[src/rtl/ercp_pkg.sv]
// ----------------------------------------------------------------------------
// ercp_pkg
// Shared types, reset values and the quadrature step decoder for the
// encoder RGB control panel.
// ----------------------------------------------------------------------------
package ercp_pkg;

  localparam int NumLedsDefault = 24;

  localparam int LevelMax  = 255;
  localparam int DelayMin  = 1;
  localparam int DelayMax  = 1000;
  localparam int DelayStep = 10;

  localparam int LitReset       = 1;
  localparam int RedReset       = 50;
  localparam int GreenReset     = 0;
  localparam int BlueReset      = 0;
  localparam int IntensityReset = 20;
  localparam int DelayReset     = 200;

  typedef enum logic [1:0] {
    CH_RED   = 2'd0,
    CH_GREEN = 2'd1,
    CH_BLUE  = 2'd2
  } channel_e;

  typedef struct packed {
    logic [1:0]        prev;
    logic signed [2:0] steps;
    logic signed [1:0] det;
  } enc_dec_t;

  // Gray-code direction: 0->1->3->2->0 is +1, reverse is -1, else 0.
  function automatic logic signed [1:0] step_dir(logic [1:0] prev, logic [1:0] cur);
    logic signed [1:0] dir;
    unique case ({prev, cur})
      4'b0001, 4'b0111, 4'b1000, 4'b1110: dir = 2'sd1;
      4'b0010, 4'b0100, 4'b1011, 4'b1101: dir = -2'sd1;
      default:                            dir = 2'sd0;
    endcase
    return dir;
  endfunction

  function automatic enc_dec_t decode(logic [1:0] prev, logic signed [2:0] steps,
                                      logic [1:0] cur);
    enc_dec_t          r;
    logic signed [1:0] dir;
    logic signed [2:0] s;
    dir     = step_dir(prev, cur);
    s       = steps + {dir[1], dir};
    r.prev  = prev;
    r.steps = steps;
    r.det   = 2'sd0;
    if (cur != prev) begin
      r.prev  = cur;
      r.steps = s;
      if (s >= 3'sd2) begin
        r.steps = 3'sd0;
        r.det   = 2'sd1;
      end else if (s <= -3'sd2) begin
        r.steps = 3'sd0;
        r.det   = -2'sd1;
      end
    end
    return r;
  endfunction

  function automatic logic [7:0] level_step(logic [7:0] lvl, logic signed [1:0] det);
    logic [7:0] r;
    r = lvl;
    if (det == 2'sd1 && lvl != 8'(LevelMax)) begin
      r = lvl + 8'd1;
    end else if (det == -2'sd1 && lvl != 8'd0) begin
      r = lvl - 8'd1;
    end
    return r;
  endfunction

endpackage

[src/rtl/encoder_rgb_control_panel.sv]
// ----------------------------------------------------------------------------
// encoder_rgb_control_panel
// Decodes pin samples of three quadrature encoders and two buttons into
// LED count, color levels, rainbow mode, intensity and delay settings.
// ----------------------------------------------------------------------------
//  channel   dir  beat contents
//  s_axis    in   one pin sample (8 bits)
//  m_axis    out  panel settings after that sample (one beat per sample)
//
//  One result beat per input beat: each sample passes the input register,
//  then is decoded and updated into the state and result registers.
//  Sustained rate is one beat per cycle; the result register is the only
//  limit, and a stalled result stops the input register behind it.
//  Reset restores the power-up settings and clears both valid flags.
// ----------------------------------------------------------------------------
module encoder_rgb_control_panel #(
  parameter int NUM_LEDS = ercp_pkg::NumLedsDefault,
  localparam int LitW    = $clog2(NUM_LEDS + 1),
  localparam int FieldW  = LitW + 45,
  localparam int OutW    = ((FieldW + 7) / 8) * 8
) (
  input  logic            clk_i,
  input  logic            rst_ni,
  input  logic            s_axis_tvalid,
  output logic            s_axis_tready,
  // enc1_a, enc1_b, enc1_sw, enc2_a, enc2_b, enc3_a, enc3_b, enc3_sw
  input  logic [7:0]      s_axis_tdata,
  output logic            m_axis_tvalid,
  input  logic            m_axis_tready,
  // lit_count, red_level, green_level, blue_level, channel_sel, rainbow_on,
  // intensity, delay_ms, zero pad
  output logic [OutW-1:0] m_axis_tdata
);

  logic            in_valid_q;
  logic [7:0]      in_data_q;
  logic            out_valid_q;
  logic [OutW-1:0] out_data_q, out_data_d;
  logic            out_free, adv;

  logic              first_q;
  logic [1:0]        e1_prev_q, e2_prev_q, e3_prev_q;
  logic signed [2:0] e1_steps_q, e2_steps_q, e3_steps_q;
  logic              btn1_q, btn3_q;
  logic [LitW-1:0]   lit_q, lit_d;
  logic [7:0]        red_q, red_d, green_q, green_d, blue_q, blue_d;
  logic [7:0]        intens_q, intens_d;
  logic [1:0]        chan_q, chan_d;
  logic              rainbow_q, rainbow_d;
  logic [9:0]        delay_q, delay_d;

  logic [1:0]         e1, e2, e3, p1, p3;
  logic               sw1, sw3;
  ercp_pkg::enc_dec_t d1, d2, d3;

  assign out_free      = !out_valid_q || m_axis_tready;
  assign adv           = in_valid_q && out_free;
  assign s_axis_tready = !in_valid_q || out_free;
  assign m_axis_tvalid = out_valid_q;
  assign m_axis_tdata  = out_data_q;

  assign e1  = {in_data_q[1], in_data_q[0]};
  assign sw1 = in_data_q[2];
  assign e2  = {in_data_q[4], in_data_q[3]};
  assign e3  = {in_data_q[6], in_data_q[5]};
  assign sw3 = in_data_q[7];
  assign p1  = first_q ? e1_prev_q : e1;
  assign p3  = first_q ? e3_prev_q : e3;

  always_comb begin
    d2 = ercp_pkg::decode(e2_prev_q, e2_steps_q, e2);
    d1 = ercp_pkg::decode(p1, e1_steps_q, e1);
    d3 = ercp_pkg::decode(p3, e3_steps_q, e3);
    if (!rainbow_q) begin
      d3.prev  = p3;
      d3.steps = e3_steps_q;
      d3.det   = 2'sd0;
    end

    lit_d = lit_q;
    if (d2.det == 2'sd1 && lit_q < LitW'(NUM_LEDS)) begin
      lit_d = lit_q + LitW'(1);
    end else if (d2.det == -2'sd1 && lit_q != '0) begin
      lit_d = lit_q - LitW'(1);
    end

    red_d    = red_q;
    green_d  = green_q;
    blue_d   = blue_q;
    intens_d = intens_q;
    if (rainbow_q) begin
      intens_d = ercp_pkg::level_step(intens_q, d1.det);
    end else if (chan_q == ercp_pkg::CH_RED) begin
      red_d = ercp_pkg::level_step(red_q, d1.det);
    end else if (chan_q == ercp_pkg::CH_GREEN) begin
      green_d = ercp_pkg::level_step(green_q, d1.det);
    end else begin
      blue_d = ercp_pkg::level_step(blue_q, d1.det);
    end

    chan_d = chan_q;
    if (btn1_q && !sw1) begin
      chan_d = (chan_q >= ercp_pkg::CH_BLUE) ? ercp_pkg::CH_RED : chan_q + 2'd1;
    end

    delay_d = delay_q;
    if (d3.det == 2'sd1) begin
      delay_d = (delay_q <= 10'(ercp_pkg::DelayMin + ercp_pkg::DelayStep - 1)) ?
                10'(ercp_pkg::DelayMin) : delay_q - 10'(ercp_pkg::DelayStep);
    end else if (d3.det == -2'sd1) begin
      delay_d = (delay_q >= 10'(ercp_pkg::DelayMax - ercp_pkg::DelayStep)) ?
                10'(ercp_pkg::DelayMax) : delay_q + 10'(ercp_pkg::DelayStep);
    end

    rainbow_d = rainbow_q ^ (btn3_q && !sw3);

    out_data_d = '0;
    out_data_d[FieldW-1:0] = {delay_d, intens_d, rainbow_d, chan_d,
                              blue_d, green_d, red_d, lit_d};
  end

  always_ff @(posedge clk_i or negedge rst_ni) begin
    if (!rst_ni) begin
      in_valid_q <= 1'b0;
    end else if (s_axis_tready) begin
      in_valid_q <= s_axis_tvalid;
    end
  end

  always_ff @(posedge clk_i) begin
    if (s_axis_tready && s_axis_tvalid) begin
      in_data_q <= s_axis_tdata;
    end
    if (adv) begin
      out_data_q <= out_data_d;
    end
  end

  always_ff @(posedge clk_i or negedge rst_ni) begin
    if (!rst_ni) begin
      out_valid_q <= 1'b0;
      first_q     <= 1'b0;
      e1_prev_q   <= '0;
      e2_prev_q   <= '0;
      e3_prev_q   <= '0;
      e1_steps_q  <= '0;
      e2_steps_q  <= '0;
      e3_steps_q  <= '0;
      btn1_q      <= 1'b1;
      btn3_q      <= 1'b1;
      lit_q       <= LitW'(ercp_pkg::LitReset);
      red_q       <= 8'(ercp_pkg::RedReset);
      green_q     <= 8'(ercp_pkg::GreenReset);
      blue_q      <= 8'(ercp_pkg::BlueReset);
      chan_q      <= ercp_pkg::CH_RED;
      rainbow_q   <= 1'b0;
      intens_q    <= 8'(ercp_pkg::IntensityReset);
      delay_q     <= 10'(ercp_pkg::DelayReset);
    end else begin
      if (out_free) begin
        out_valid_q <= in_valid_q;
      end
      if (adv) begin
        first_q    <= 1'b1;
        e1_prev_q  <= d1.prev;
        e2_prev_q  <= d2.prev;
        e3_prev_q  <= d3.prev;
        e1_steps_q <= d1.steps;
        e2_steps_q <= d2.steps;
        e3_steps_q <= d3.steps;
        btn1_q     <= sw1;
        btn3_q     <= sw3;
        lit_q      <= lit_d;
        red_q      <= red_d;
        green_q    <= green_d;
        blue_q     <= blue_d;
        chan_q     <= chan_d;
        rainbow_q  <= rainbow_d;
        intens_q   <= intens_d;
        delay_q    <= delay_d;
      end
    end
  end

  a_lit_range: assert property (@(posedge clk_i) disable iff (!rst_ni)
    lit_q <= LitW'(NUM_LEDS))
    else $error("lit count above LED count");

  a_delay_range: assert property (@(posedge clk_i) disable iff (!rst_ni)
    delay_q >= 10'(ercp_pkg::DelayMin) && delay_q <= 10'(ercp_pkg::DelayMax))
    else $error("delay out of range");

  a_chan_code: assert property (@(posedge clk_i) disable iff (!rst_ni)
    chan_q != 2'd3)
    else $error("channel select holds unused code");

  a_ready_when_empty: assert property (@(posedge clk_i) disable iff (!rst_ni)
    !out_valid_q |-> s_axis_tready)
    else $error("input stalled with empty result register");

  a_state_on_adv: assert property (@(posedge clk_i) disable iff (!rst_ni)
    !$stable(rainbow_q) |-> $past(adv))
    else $error("rainbow mode changed without a beat");

endmodule
[config.mk]
export PLATFORM = sky130hd
export DESIGN_NAME = encoder_rgb_control_panel
export DESIGN_NICKNAME = d
export VERILOG_FILES = /design/src/rtl/ercp_pkg.sv /design/src/rtl/encoder_rgb_control_panel.sv
export SDC_FILE = /design/constraint.sdc
export NUM_CORES = 1
export LEC_CHECK = 0
export ABC_AREA = 1
export BUFFER_PORTS_ARGS = -buffer_cell sky130_fd_sc_hd__buf_4
export CAP_MARGIN = 10
export CELL_PAD_IN_SITES_DETAIL_PLACEMENT = 0
export CELL_PAD_IN_SITES_GLOBAL_PLACEMENT = 1
export CORE_AREA = 2 2 145 147
export DETAILED_ROUTE_END_ITERATION = 12
export DIE_AREA = 0 0 147 149
export GPL_TIMING_DRIVEN = 1
export PLACE_DENSITY = 0.7
export SLEW_MARGIN = 0
export SYNTH_ARGS = -nofsm -noshare
export SYNTH_HDL_FRONTEND = slang
export SYNTH_SLANG_ARGS = --single-unit
[constraint.sdc]
create_clock -name clk_i -period 3.2 [get_ports clk_i]
set_input_delay 0.32 -clock clk_i [delete_from_list [all_inputs] [get_ports clk_i]]
set_output_delay 0.32 -clock clk_i [all_outputs]
set_load 0.005 [all_outputs]
### After elaboration in Yosys (flattened, before gate mapping)

Memories as Yosys holds them, arrays and structs flattened.
Index checks and enable logic that the tools add are counted.

* output and inout bits: 58
* memory bits (read-only): 96
* memories: 3
* word-level logic and storage cells: 131
* register bits: 128

* equality and inequality tests: 14
* $lt $le $gt $ge: 10
* $add $sub $neg: 16
* mux-type cells: 37
* reduce and logical (&&, ||, !) cells: 29
* bitwise operators: 1

Memories
* (no name shown): depth 16, bits a word 2, read ports 1, clocked after Yosys merged registers in 0, write ports 0, RTL line ercp_pkg.sv:37 `unique case ({prev, cur})`
* (no name shown): depth 16, bits a word 2, read ports 1, clocked after Yosys merged registers in 0, write ports 0, RTL line ercp_pkg.sv:37
* (no name shown): depth 16, bits a word 2, read ports 1, clocked after Yosys merged registers in 0, write ports 0, RTL line ercp_pkg.sv:37

Operators by type and width (count)
* $mux 8: 17
* $mux 10: 4
* $mux 5: 8
* $add 8x1->8 const B: 4
* $ne 8x8->1 const B: 4
* $reduce_bool 8->1: 4
* $sub 8x1->8 const B: 4
* $mux 7: 3
* $logic_and 1x1->1: 14
* $add 10x4->10 const B: 1
* $ge 10x10->1 const B: 1
* $le 10x4->1 const B: 1
* $mux 2: 5
* $sub 10x4->10 const B: 1
* $add 3x3->3: 3
* $ge 3x3->1 const B: 3
* $le 3x2->1 const B: 3
* $eq 2x1->1 const B: 4
* $eq 2x2->1 const B: 3
* $ne 2x2->1: 3
* $add 5x1->5 const B: 1
* $lt 5x5->1 const B: 1
* $reduce_bool 5->1: 1
* $sub 5x1->5 const B: 1
* 8 further kinds: 13

### Longest topological paths before layout

An unclocked memory read counts as a cell.

* depth in word-level cells: 14
* mapped depth: 22
* gate-level depth less buffers: 20

### Least setup slack after synthesis

OpenSTA, ideal clock, no wires.

* kind: register to register
* start point: register in_data_q[0]
* end point: register out_data_q[27] (netlist: m_axis_tdata[27]), data pin
* path slack: 21 ps
* buffers on the path: 1
* required time: 2945 ps
* stages on the path, launching flop included: 17
* clock period less this slack: 3179 ps
* data arrival time: 2925 ps
* cell sequence: edfxtp_1 inv_1 ha_1 xor2_1 xor2_1 ha_1 fa_1 xnor2_1 nand3_1 nand2_2 nand4_2 buf_6 nand2_4 inv_2 nor2_4 nand3_1 and2_1

* cells in the longest elaborated chain, start to end: 14
* elaborated cells on any way between the ends: 18

RTL lines
* start: declaration: RTL line encoder_rgb_control_panel.sv:36 `logic [7:0] in_data_q;`
* start signal: assignment: RTL line encoder_rgb_control_panel.sv:132 `in_data_q <= s_axis_tdata;`
* $mux 2: RTL line encoder_rgb_control_panel.sv:67 `assign p1 = first_q ? e1_prev_q : e1;`
* $mem_v2 16x2
* $add 3x3->3: RTL line ercp_pkg.sv:51 `s = steps + {dir[1], dir};`
* $le 3x2->1: RTL line ercp_pkg.sv:61 `end else if (s <= -3'sd2) begin`
* $mux 5: RTL line ercp_pkg.sv:61
* $mux 5: RTL line ercp_pkg.sv:58 `if (s >= 3'sd2) begin`
* $mux 7 *: RTL line ercp_pkg.sv:55 `if (cur != prev) begin`
* $eq 2x1->1: RTL line ercp_pkg.sv:74 `end else if (det == -2'sd1 && lvl != 8'd0) begin`
* $logic_and 1x1->1: RTL line ercp_pkg.sv:74
* $mux 8: RTL line ercp_pkg.sv:74
* $mux 8 *: RTL line ercp_pkg.sv:72 `if (det == 2'sd1 && lvl != 8'(LevelMax)) begin`
* $mux 8 *: RTL line encoder_rgb_control_panel.sv:95 `end else if (chan_q == ercp_pkg::CH_GREEN) begin`
* $mux 8 *: RTL line encoder_rgb_control_panel.sv:93 `end else if (chan_q == ercp_pkg::CH_RED) begin`
* $mux 8 *: RTL line encoder_rgb_control_panel.sv:91 `if (rainbow_q) begin`
* via blue_d[6]: RTL line encoder_rgb_control_panel.sv:46 `logic [7:0] red_q, red_d, green_q, green_d, blue_q, blue_d;`
* end signal: assignment: RTL line encoder_rgb_control_panel.sv:135 `out_data_q <= out_data_d;`
* end: declaration: RTL line encoder_rgb_control_panel.sv:38 `logic [OutW-1:0] out_data_q, out_data_d;`

The timed path passes the listed nets; every way through them passes the cells marked *.
A chain may end at the register's enable or synchronous reset.

### Worst setup path after layout

* start point: register in_data_q[0]
* end point: register out_data_q[35] (netlist: m_axis_tdata[35]), data pin

* cells in the longest elaborated chain, start to end: 12
* elaborated cells on any way between the ends: 16

RTL lines
* $mux 2: RTL line encoder_rgb_control_panel.sv:67
* $mem_v2 16x2
* $add 3x3->3: RTL line ercp_pkg.sv:51
* $le 3x2->1: RTL line ercp_pkg.sv:61
* $mux 5: RTL line ercp_pkg.sv:61
* $mux 5: RTL line ercp_pkg.sv:58
* $mux 7 *: RTL line ercp_pkg.sv:55
* $eq 2x1->1: RTL line ercp_pkg.sv:74
* $logic_and 1x1->1: RTL line ercp_pkg.sv:74
* $mux 8: RTL line ercp_pkg.sv:74
* $mux 8 *: RTL line ercp_pkg.sv:72
* $mux 8 *: RTL line encoder_rgb_control_panel.sv:91
* via intens_d[3]: RTL line encoder_rgb_control_panel.sv:47 `logic [7:0] intens_q, intens_d;`

Marked as above.

==> results.json <==
{
  "power.density_nw_per_um2": 1069,
  "clk_pin_slew_worst_paths_ns": 0.06,
  "rrSetupSlack_ns": 0.05,
  "yosysMostFrequentCell": "nand2_1",
  "first_iter_violations": 334,
  "synth.distinct_cells": 46,
  "first_global_vias": 6074,
  "h-tree-depth": 4,
  "die_y_um": 149,
  "design_area_um2": 10010,
  "placed_area_um2": 8981,
  "routed_wl_um": 18320,
  "clock_path_buffers": 2,
  "io_buffers": 63,
  "synth_top_area_share_pct": 21.80,
  "nets": 1152,
  "avgSynthCellArea_um2": 8.038,
  "holdWs_ns": 0.05780,
  "maxCapViolCount": 0,
  "clock_latency_ns": 0.43,
  "drc": 0,
  "grt-busiest-layer": "met2",
  "relSlewSlack_pct": 33.86,
  "root_buffer": "clkbuf_16",
  "setup_ws_ns": 0.04631,
  "die_area_um2": 21900,
  "rows": 53,
  "max_freq_mhz": 317.1,
  "routedWlPerCell_um": 13.15,
  "hp-class": "in2async",
  "setup_viol": 0,
  "r2r-start": "in_data_q[0]",
  "tightest_slew_ns": 0.9920,
  "async_reset_ff_share_pct": 54.69,
  "fin_crit_sh_pct": 98.55,
  "cp-end-kind": "flop",
  "post_drt_via_cell_ratio": 4.711,
  "cp-start-kind": "flop",
  "num_vias": 6562,
  "cp_max_fo": 5,
  "cp.required_ns": 3.38,
  "diodes": 0,
  "ys_warn_count": 0,
  "synth_seq_area_share_pct": 43.89,
  "grt_max_degree": 71,
  "yosys.area.top_type": "edfxtp_1",
  "ys.flop_type": "dfrtp_1",
  "rsz0062_at_grt": "true",
  "grt_pass1_wl_um": 29990,
  "gp_congestion": 0.8174,
  "synthTopCellsByCount": "nand2_1, inv_1, nand3_1",
  "hold_violations": 0,
  "coreArea_um2": 20560,
  "antenna_found_initial": 0,
  "drv_slew": 0,
  "clock_skew_ns": 0.009226,
  "die_w_um": 147,
  "syn_inst": 994,
  "irDropWorstVdd_mv": 0.4175,
  "grt_use_met2_pct": 26.17,
  "grt_use_met1_pct": 23.97,
  "track_usage_pct": 16.97,
  "grt_overflow": 0,
  "syn_area_um2": 7990,
  "outcome": "completed",
  "drive_gt1_share_pct": 23.97,
  "dr.pass1.iters": 5,
  "cp.arrival_ns": 3.33,
  "r2r_end": "m_axis_tdata[35]",
  "pin_count": 70,
  "synth_area_leaders": "edfxtp_1, dfrtp_1, nand2_1",
  "layout_min_cycle_time_ns": 3.154,
  "syn_to_final_growth_pct": 25.27,
  "rr_worst_depth": 17,
  "clock-sinks": 128,
  "fin_util_pct": 48.69,
  "synth_edf_count": 58,
  "postRouteAntennaNets": 0,
  "ys_ff_latch": 128,
  "place.detailed.hpwl_um": 12580,
  "cts-hold-fix-buffers": 0,
  "critical_path_class": "reg2reg",
  "leakagePower_nw": 4.764,
  "start_util_pct": 38.87,
  "cts_buffers": 17,
  "cts_tree": "yes",
  "pre_cts_ws_ns": -0.03709,
  "grt_use_met3_pct": 3.517,
  "fin_total_pwr_mw": 10.70
}
[cell type report]
cell class                 instances  area, µm²
tap                              275      344.1
multi-input combinational        717       4143
inverter                         124      470.5
clock buffer                      18      439.2
clock inverter                    14      188.9
sequential                       128       3508
timing repair buffer             117      915.9
fill                            2037      10550
[worst max-delay path: stages (launching register included)]
cell and delay [ns]:
edfxtp_1 0.42, inv_2 0.10, ha_4 0.20, xor2_1 0.14, xor2_1 0.14, ha_2 0.19, fa_2 0.38, xnor2_2 0.16
inv_1 0.10, nand3_2 0.10, nand2_4 0.15, buf_6 0.14, nand4_4 0.13, buf_6 0.19, nand2_4 0.06, o21ai_4 0.07
o21ai_2 0.16, nand2_2 0.07
[sequential cells by signal, summed over array words and instances, names as in the netlist]
| register | cells |
|---|---|
| m_axis_tdata | 50 |
| delay_q | 10 |
| blue_q | 8 |
| green_q | 8 |
| in_data_q | 8 |
| intens_q | 8 |
| red_q | 8 |
| lit_q | 5 |
| e1_steps_q | 3 |
| e2_steps_q | 3 |
| e3_steps_q | 3 |
| chan_q | 2 |
| e1_prev_q | 2 |
| e2_prev_q | 2 |
| e3_prev_q | 2 |
| btn1_q | 1 |
| btn3_q | 1 |
| first_q | 1 |
| in_valid_q | 1 |
| m_axis_tvalid | 1 |
| rainbow_q | 1 |
[per-layer routing]
| metal | share of wire [%] | wire [µm] |
|---|---|---|
| met5 | 0 | 0 |
| met4 | 1.2 | 228 |
| met3 | 3.2 | 594 |
| met2 | 46 | 8353 |
| met1 | 50 | 9147 |
[power by group]
part           switching [mW]  leakage, nW  internal (mW)  total, mW
Sequential              0.455         1.45           2.50       2.95
Combinational            3.38         3.01           2.28       5.66
Clock                   0.768        0.302           1.32       2.09
Total                    4.60         4.76           6.10       10.7
[cell usage in the layout (no fill, tap or decap), types with 14 or more instances in the layout]
| cell type | count |
|---|---|
| nor2_1 | 58 |
| ha_1 | 30 |
| nand3_1 | 58 |
| nand2_2 | 21 |
| xor2_1 | 19 |
| nand4_1 | 16 |
| o21ai_2 | 14 |
| edfxtp_1 | 58 |
| inv_1 | 111 |
| o21ai_0 | 50 |
| dfrtp_1 | 58 |
| o21ai_1 | 28 |
| nand2_1 | 312 |
| nor3_1 | 14 |
| clkbuf_16 | 17 |
| buf_4 | 107 |
[logic make-up (layout without fill, tap and decap cells)]
family	count (synthesis)	in the layout	synth area share, %
buffers and inverters	155	273	8.205
AOI/OAI and AO/OA	109	109	7.610
and+or+nand+nor	533	534	30.44
adders and majority gates	35	35	5.763
DFF	128	128	43.89
xor gates and xnor gates	33	33	4.040
other	1	6	0.04693
[worst max-delay path by stage]
| stage | depth (start not counted) | startpoint | slack (ns) | end |
|---|---|---|---|---|
| 6_report | 17 | in_data_q[0] | 0.05 | m_axis_tdata[35] |
| 5_1_grt | 17 | in_data_q[0] | -0.10 | m_axis_tdata[35] |
| 4_1_cts | 16 | in_data_q[1] | -0.04 | m_axis_tdata[9] |
| 3_5_place_dp | 15 | in_data_q[1] | -0.04 | m_axis_tdata[9] |
| 3_3_place_gp | 15 | in_data_q[0] | 0.02 | m_axis_tdata[9] |
| 2_1_floorplan | 16 | in_data_q[0] | 0.02 | m_axis_tdata[27] |
[stage by stage]
| stage | std cells | setup TNS, ns |
|---|---|---|
| 2_1_floorplan | 999 | 0 |
| 3_3_place_gp | 1351 | 0 |
| 3_5_place_dp | 1351 | -0.1121 |
| 4_1_cts | 1383 | -0.04600 |
| 5_1_grt | 1393 | -1.413 |
| 6_report | 1393 | 0 |
[timing repair]
action | in CTS | in global routing
buffers inserted | 0 | 9
gates resized for setup | 2 | 71
pin swaps | 0 | 29
endpoints found under the setup margin | 7 | 88
cloned | 0 | 1
Power figures use the tool's default switching activity.
